$ cat src/rtl/core/leb_pkg.sv
// Shared types and codes of the unsigned LEB128 varint codec.
// No dependencies; every module of the codec imports this package.
`default_nettype none

package leb_pkg;

    localparam int unsigned ValueW = 64;
    localparam int unsigned GroupW = 7;
    localparam int unsigned LenW   = 4;

    // Request codes on the input word.
    localparam logic REQ_ENCODE = 1'b0;
    localparam logic REQ_DECODE = 1'b1;

    // Result kinds on the output word.
    localparam logic [1:0] KIND_BYTE  = 2'd0;
    localparam logic [1:0] KIND_VALUE = 2'd1;
    localparam logic [1:0] KIND_ERROR = 2'd2;

    // Longest legal sequence in each mode.
    localparam logic [LenW-1:0] LIMIT_NARROW = 4'd5;
    localparam logic [LenW-1:0] LIMIT_WIDE   = 4'd10;

    typedef enum logic {
        ST_IDLE,
        ST_ENC
    } t_state;

    // Control from the sequencer to the encode shifter.
    typedef struct packed {
        logic load;
        logic step;
    } t_enc_ctl;

    // Byte produced by the encode shifter.
    typedef struct packed {
        logic [7:0] data;
        logic       last;
    } t_enc_out;

    // Result of one decoded byte.
    typedef struct packed {
        logic                valid;
        logic [1:0]          kind;
        logic [ValueW-1:0]   value;
        logic [LenW-1:0]     length;
    } t_dec_res;

endpackage

`default_nettype wire

$ cat src/rtl/core/leb_enc_shift.sv
// Encode shifter: holds the value being encoded and strips one 7-bit group per step.
// Depends on leb_pkg.
`default_nettype none

module leb_enc_shift
    import leb_pkg::*;
(
    input  wire logic              i_clk,
    input  wire t_enc_ctl          i_ctl,
    input  wire logic [ValueW-1:0] i_value,
    output t_enc_out               o_out
);

    logic [ValueW-1:0] r_val;
    logic [ValueW-1:0] n_val;
    logic [ValueW-1:0] w_rest;

    // The shared unit: a fixed right shift by one group.
    assign w_rest = r_val >> GroupW;

    always_comb begin
        o_out.last = (w_rest == '0);
        o_out.data = {~o_out.last, r_val[GroupW-1:0]};
        n_val      = r_val;
        if (i_ctl.load) begin
            n_val = i_value;
        end else if (i_ctl.step) begin
            n_val = w_rest;
        end
    end

    always_ff @(posedge i_clk) begin
        r_val <= n_val;
    end

endmodule

`default_nettype wire

$ cat src/rtl/core/leb_dec_acc.sv
// Decode accumulator: places each 7-bit group at its slot and counts bytes.
// Depends on leb_pkg.
`default_nettype none

module leb_dec_acc
    import leb_pkg::*;
(
    input  wire logic       i_clk,
    input  wire logic       i_rst_n,
    input  wire logic       i_strobe,
    input  wire logic [7:0] i_byte,
    input  wire logic       i_wide,
    output t_dec_res        o_res
);

    localparam int unsigned Slots = 10;
    localparam int unsigned ExtW  = Slots * GroupW;

    logic [ValueW-1:0] r_acc;
    logic [ValueW-1:0] n_acc;
    logic [LenW-1:0]   r_cnt;
    logic [LenW-1:0]   n_cnt;
    logic [ExtW-1:0]   w_ext;
    logic [ValueW-1:0] w_merged;
    logic [LenW-1:0]   w_pos;
    logic [LenW-1:0]   w_limit;

    always_comb begin
        w_ext = '0;
        for (int k = 0; k < Slots; k++) begin
            if (r_cnt == LenW'(k)) begin
                w_ext[k*GroupW +: GroupW] = i_byte[GroupW-1:0];
            end
        end
        // Group bits that fall above bit 63 are dropped.
        w_merged = r_acc | w_ext[ValueW-1:0];
        w_pos    = r_cnt + 1'b1;
        w_limit  = i_wide ? LIMIT_WIDE : LIMIT_NARROW;

        o_res  = '0;
        n_acc  = r_acc;
        n_cnt  = r_cnt;
        if (i_strobe) begin
            n_acc = w_merged;
            n_cnt = w_pos;
            if (!i_byte[7]) begin
                o_res.valid  = 1'b1;
                o_res.kind   = KIND_VALUE;
                o_res.value  = i_wide ? w_merged : {32'd0, w_merged[31:0]};
                o_res.length = w_pos;
                n_acc        = '0;
                n_cnt        = '0;
            end else if (w_pos >= w_limit) begin
                o_res.valid = 1'b1;
                o_res.kind  = KIND_ERROR;
                n_acc       = '0;
                n_cnt       = '0;
            end
        end
    end

    always_ff @(posedge i_clk) begin
        if (!i_rst_n) begin
            r_acc <= '0;
            r_cnt <= '0;
        end else begin
            r_acc <= n_acc;
            r_cnt <= n_cnt;
        end
    end

endmodule

`default_nettype wire

$ cat src/rtl/core/leb128_varint_codec.sv
// Top level of the unsigned LEB128 varint codec: sequencer, mode register, output register.
// Depends on leb_pkg, leb_enc_shift and leb_dec_acc.
`default_nettype none

// Channel   Handshake                    Payload
// input     i_in_valid / o_in_ready      i_req_type, i_plain_value, i_coded_byte
// output    o_out_valid / i_out_ready    o_result_kind, o_out_byte, o_last_byte,
//                                        o_decoded_value, o_byte_length
// config    i_cfg_we                     i_cfg_wdata (wide mode)
//
// A decode word is taken by the decoder; the block is ready again on the next cycle
// as long as the output register is empty or being drained.
// An encode word first loads the shifter, then emits one byte per step, paced by the
// output register, which holds one word; no new word is taken until the last byte.
// Reset is synchronous and active low; it clears the decoder, the sequencer,
// the output valid flag, and sets wide mode.
// A stalled output simply holds the shifter until the byte is taken.

module leb128_varint_codec
    import leb_pkg::*;
(
    input  wire logic              i_clk,
    input  wire logic              i_rst_n,

    input  wire logic              i_cfg_we,
    input  wire logic              i_cfg_wdata,

    input  wire logic              i_in_valid,
    output logic                   o_in_ready,
    input  wire logic              i_req_type,
    input  wire logic [ValueW-1:0] i_plain_value,
    input  wire logic [7:0]        i_coded_byte,

    output logic                   o_out_valid,
    input  wire logic              i_out_ready,
    output logic [1:0]             o_result_kind,
    output logic [7:0]             o_out_byte,
    output logic                   o_last_byte,
    output logic [ValueW-1:0]      o_decoded_value,
    output logic [LenW-1:0]        o_byte_length
);

    t_state            r_state;
    t_state            n_state;
    logic              r_wide;

    logic              r_out_valid;
    logic              n_out_valid;
    logic [1:0]        r_kind;
    logic [1:0]        n_kind;
    logic [7:0]        r_byte;
    logic [7:0]        n_byte;
    logic              r_last;
    logic              n_last;
    logic [ValueW-1:0] r_value;
    logic [ValueW-1:0] n_value;
    logic [LenW-1:0]   r_len;
    logic [LenW-1:0]   n_len;

    logic              w_out_free;
    logic              w_accept;
    logic              w_dec_strobe;
    logic [ValueW-1:0] w_enc_value;
    t_enc_ctl          w_enc_ctl;
    t_enc_out          w_enc_out;
    t_dec_res          w_dec_res;

    // The output register can take a new word when it is empty or being read.
    assign w_out_free   = !r_out_valid || i_out_ready;
    assign o_in_ready   = (r_state == ST_IDLE) && w_out_free;
    assign w_accept     = i_in_valid && o_in_ready;
    assign w_dec_strobe = w_accept && (i_req_type == REQ_DECODE);

    // Narrow mode ignores the upper half of the value.
    assign w_enc_value = r_wide ? i_plain_value : {32'd0, i_plain_value[31:0]};

    always_comb begin
        w_enc_ctl.load = w_accept && (i_req_type == REQ_ENCODE);
        w_enc_ctl.step = (r_state == ST_ENC) && w_out_free;
    end

    leb_enc_shift u_enc (
        .i_clk   (i_clk),
        .i_ctl   (w_enc_ctl),
        .i_value (w_enc_value),
        .o_out   (w_enc_out)
    );

    leb_dec_acc u_dec (
        .i_clk    (i_clk),
        .i_rst_n  (i_rst_n),
        .i_strobe (w_dec_strobe),
        .i_byte   (i_coded_byte),
        .i_wide   (r_wide),
        .o_res    (w_dec_res)
    );

    // Sequencer and output register loading.
    always_comb begin
        n_state     = r_state;
        n_out_valid = r_out_valid;
        n_kind      = r_kind;
        n_byte      = r_byte;
        n_last      = r_last;
        n_value     = r_value;
        n_len       = r_len;

        if (i_out_ready) begin
            n_out_valid = 1'b0;
        end

        case (r_state)
            ST_IDLE: begin
                if (w_enc_ctl.load) begin
                    n_state = ST_ENC;
                end else if (w_dec_res.valid) begin
                    n_out_valid = 1'b1;
                    n_kind      = w_dec_res.kind;
                    n_byte      = '0;
                    n_last      = 1'b0;
                    n_value     = w_dec_res.value;
                    n_len       = w_dec_res.length;
                end
            end
            ST_ENC: begin
                if (w_enc_ctl.step) begin
                    n_out_valid = 1'b1;
                    n_kind      = KIND_BYTE;
                    n_byte      = w_enc_out.data;
                    n_last      = w_enc_out.last;
                    n_value     = '0;
                    n_len       = '0;
                    if (w_enc_out.last) begin
                        n_state = ST_IDLE;
                    end
                end
            end
            default: begin
                n_state = ST_IDLE;
            end
        endcase
    end

    always_ff @(posedge i_clk) begin
        if (!i_rst_n) begin
            r_state     <= ST_IDLE;
            r_wide      <= 1'b1;
            r_out_valid <= 1'b0;
        end else begin
            r_state     <= n_state;
            r_out_valid <= n_out_valid;
            if (i_cfg_we) begin
                r_wide <= i_cfg_wdata;
            end
        end
    end

    always_ff @(posedge i_clk) begin
        r_kind  <= n_kind;
        r_byte  <= n_byte;
        r_last  <= n_last;
        r_value <= n_value;
        r_len   <= n_len;
    end

    assign o_out_valid     = r_out_valid;
    assign o_result_kind   = r_kind;
    assign o_out_byte      = r_byte;
    assign o_last_byte     = r_last;
    assign o_decoded_value = r_value;
    assign o_byte_length   = r_len;

endmodule

`default_nettype wire
$ cat config.mk
export PLATFORM = sky130hd
export DESIGN_NAME = leb128_varint_codec
export DESIGN_NICKNAME = d
export VERILOG_FILES = /design/src/rtl/core/leb_pkg.sv /design/src/rtl/core/leb_enc_shift.sv /design/src/rtl/core/leb_dec_acc.sv /design/src/rtl/core/leb128_varint_codec.sv
export SDC_FILE = /design/constraint.sdc
export NUM_CORES = 1
export LEC_CHECK = 0
export ABC_CLOCK_PERIOD_IN_PS = 6060
export BUFFER_PORTS_ARGS = -buffer_cell sky130_fd_sc_hd__buf_2
export CAP_MARGIN = 10
export CORE_MARGIN = 3
export CORE_UTILIZATION = 40
export DETAILED_ROUTE_END_ITERATION = 12
export GPL_TIMING_DRIVEN = 0
export PLACE_DENSITY = 0.7
export SYNTH_ARGS = -nofsm -noshare
export SYNTH_HDL_FRONTEND = slang
export SYNTH_SLANG_ARGS = --single-unit
export TNS_END_PERCENT = 1
$ cat constraint.sdc
create_clock -name i_clk -period 6.06 [get_ports i_clk]
set_input_delay 0.909 -clock i_clk [delete_from_list [all_inputs] [get_ports i_clk]]
set_output_delay 0.909 -clock i_clk [all_outputs]
set_load 0.02 [all_outputs]
==> impl_metrics.ini <==
[clock_network]
cts_inserted_buffers = 24
numClockSinks = 214
maximum_clock_path_buffer_count = 3
cts_root_buffer = clkbuf_16
post_cts_hold_buffer_count = 0
tritoncts = done
cts_repair_resize_count = 0
source_to_sink_clock_delay_at_the_later_pin_of_the_worst_skew_pair_ns = 0.51
clk_transition_reported_paths_ns = 0.06
post-cts-setup-buffers = 0
htreeDepth = 1

[logic_synthesis]
syn_inst = 821
synth.most_common_cell = nand2_1
yosys_register_bits = 214
postSynth.topFlopCell = edfxtp_1
synth.top_cells.by_count = 150 x nand2_1, 143 x edfxtp_1, 121 x a21oi_1, 71 x dfxtp_1, 69 x nor2_1
fraction_of_post_synthesis_cell_area_in_the_top_cell_type_by_area = 0.480
synthesis.nets = 908
post_synth_main_area_contributors = edfxtp_1 48%, dfxtp_1 16%, a21oi_1 6.8%
synth_top_cell_by_area = edfxtp_1
synth_enable_flop_cells = 143
yosys.cell_types.count = 40
synth_seq_area_share = 0.639
syn-mean-instance-area_um2 = 10.9
ys.warnings.count = 0
post_syn_area_um2 = 8940
asyncSetResetFlopFracSynth = 0

[setup_path]
timing.reg2reg.setup_slack_ns = 3.30
worst_ep_arrival_time_ns = 2.96
r2r_cells = 7
critPathLaunchType = flip-flop
crit_fanout = 31
cp-end-kind = flip-flop
critical_path_class = flip-flop to flip-flop
required_ns = 6.26

[placement]
place.detailed.hpwl_mm = 15.8
number_of_input_and_output_port_buffers_inserted = 153
routabilityCongestion = 0.831
pre_cts_ws_ns = 2.88
numPlacedInstances = 1256

[timing]
fin_worst_skew_ns = 0.0113
worst_pin_slew_ns = 0.859
hold_viol = 0
layout_min_cycle_time_ns = 2.76
fmaxAchievable_mhz = 362
setup_viol_count_final = 0
fin_ws_ns = 3.30
worst_slew_slack_as_a_fraction_of_its_limit = 0.425
rsz_0062_raised_after_global_routing = no
timing_max_transition_violations_final = 0
final.period_utilization = 0.455
setup-tns-final_ns = 0

[finish]
drive_above_1_share = 0.232
finish.utilization = 0.500
stdcell_count = 1302
combined_area_of_the_multi_input_logic_cells_um2 = 2910
layout-area-overhead-vs-synth_pct = 22.5
nFillCells = 2020
final_net_count = 1089
regArea_um2 = 5720

[pwr]
clock_network_fraction_of_design_power = 0.422
total_leakage_power_nw = 4.15
power_frac_seq = 0.476
cellPowerDensity_nw_per_um2 = 328
vdd_ir_drop_max_uv = 203
power.share.switching = 0.240
cell_internal_pwr_mw = 2.73
power_frac_comb = 0.102
p_switching_mw = 0.861
fin_total_pwr_mw = 3.60

[drt]
drc_errors = 0
postRouteWirelength_mm = 22.4
detailedRoute.firstIterationViolations = 421
wl_per_cell_um = 17.2
detail-route-antenna-nets = 0
via_count = 6838
avgViaCountPerCell = 5.25
detail_route.first_pass.iterations = 5

[min_path]
min-delay-path-class = flip-flop to flip-flop
holdPathStages = 2

[global_routing]
globalRouteTotalUtil = 0.179
initial_antenna_violation_count = 3
global_route_wire_length_before_repair_mm = 34.7
globalRoute.totalOverflow = 0
grt_pass1_vias = 6561
grt_max_degree = 65

[job]
max_cap_viol_count = 0

[floorplan]
starting_utilization_of_the_core_area = 0.408
die_w_um = 155
die-height_um = 155
num_io_pins = 160
overall_die_area_um2 = 24200
floorplan.core_area_um2 = 21900
placementRows = 54

[status]
result_of_the_run = finished, final reports clean
==> cells in the final DEF, fill, tap and decap left out, types with 2 or more instances in the layout <==
master,netlist,final
buf_12,0,2
clkbuf_8,0,2
a211oi_1,68,68
nand3_1,28,28
nor4b_4,6,6
buf_2,27,180
clkinv_2,0,5
nand2_4,1,2
o21ai_0,2,2
nor4_1,15,15
clkbuf_16,0,25
and3_1,8,8
nor2b_1,2,2
and2_1,14,14
dfxtp_1,71,71
xnor2_1,4,4
diode_2,0,2
o211ai_1,2,2
a21oi_1,121,121
nand4_1,3,3
nand2b_1,3,3
nand2_1,150,149
bufinv_16,0,4
inv_1,4,4
ha_1,8,8
clkinv_1,1,2
a31oi_1,10,10
buf_4,4,4
edfxtp_1,143,143
and2_0,7,7
clkbuf_1,36,42
nor2_1,69,69
==> flip-flops by register name (all words and copies together) (netlist names) <==
name and flops:
o_out_valid 1, o_last_byte 1, u_dec.r_cnt 4, o_byte_length 4, o_out_byte 8, u_dec.r_acc 64
o_decoded_value 64, r_state 1, r_wide 1, u_enc.r_val 64, o_result_kind 2
==> layer usage <==
metal / vias to the layer above / part of all wire / GRT usage
li1: 3328 / - / -
met1: 3192 / 0.42 / 0.241
met2: 263 / 0.47 / 0.294
met3: 49 / 0.083 / 0.0387
met4: 6 / 0.023 / 0.0479
met5: - / 0.0015 / 0
==> worst max-delay path, stage by stage, from the launching register on <==
cell and delay [ns]:
dfxtp_1 0.50, inv_1 0.11, ha_1 0.36, ha_1 0.29, a21oi_1 0.08, o211a_1 0.26, o21ai_4 0.55, buf_12 0.28
==> cells by family after synthesis <==
| kind of cell | Yosys count | synth area share |
|---|---|---|
| AOI/OAI and AO/OA | 206 | 0.137 |
| xor gates and xnor gates | 5 | 0.00490 |
| adders and majority gates | 8 | 0.0112 |
| buffers and inverters | 74 | 0.0374 |
| DFF | 214 | 0.639 |
| muxes | 1 | 0.00112 |
| and+or+nand+nor | 313 | 0.169 |
==> layout make-up <==
cell class | instances | share of cell area
antenna | 2 | 0.000457
clock buffer | 33 | 0.0617
multi-input combinational | 533 | 0.266
buffer | 68 | 0.0284
inverter | 6 | 0.00206
timing repair buffer | 155 | 0.0736
sequential | 214 | 0.522
clock inverter | 11 | 0.0144
tap | 280 | 0.0320
==> path summary, 6_finish.rpt <==
| check | startpoint | endpoint |
|---|---|---|
| worst max register to register | u_dec.r_cnt[0] | o_decoded_value[57] |
| worst min-delay path | u_dec.r_acc[1] | u_dec.r_acc[1] |
| worst min register to register | u_dec.r_acc[1] | u_dec.r_acc[1] |
| worst max-delay path | u_dec.r_cnt[0] | o_decoded_value[57] |
==> per-stage QoR <==
stage	cell area [um^2]	hold WS (ns)
2_1_floorplan	8940	0.494
3_3_place_gp	10100	0.504
3_5_place_dp	10100	0.511
4_1_cts	10900	0.519
5_1_grt	10900	0.532
6_report	11000	0.517
==> power by group through the flow <==
| stage | Combinational (mW) | Sequential [mW] | Clock [mW] |
|---|---|---|---|
| floorplan | 0.179 | 1.79 | 0 |
| global placement | 0.354 | 1.75 | 0 |
| detailed placement | 0.368 | 1.74 | 0 |
| CTS | 0.368 | 1.71 | 1.55 |
| global route | 0.401 | 1.72 | 1.61 |
| finish | 0.367 | 1.71 | 1.52 |
Power figures use the tool's default switching activity.
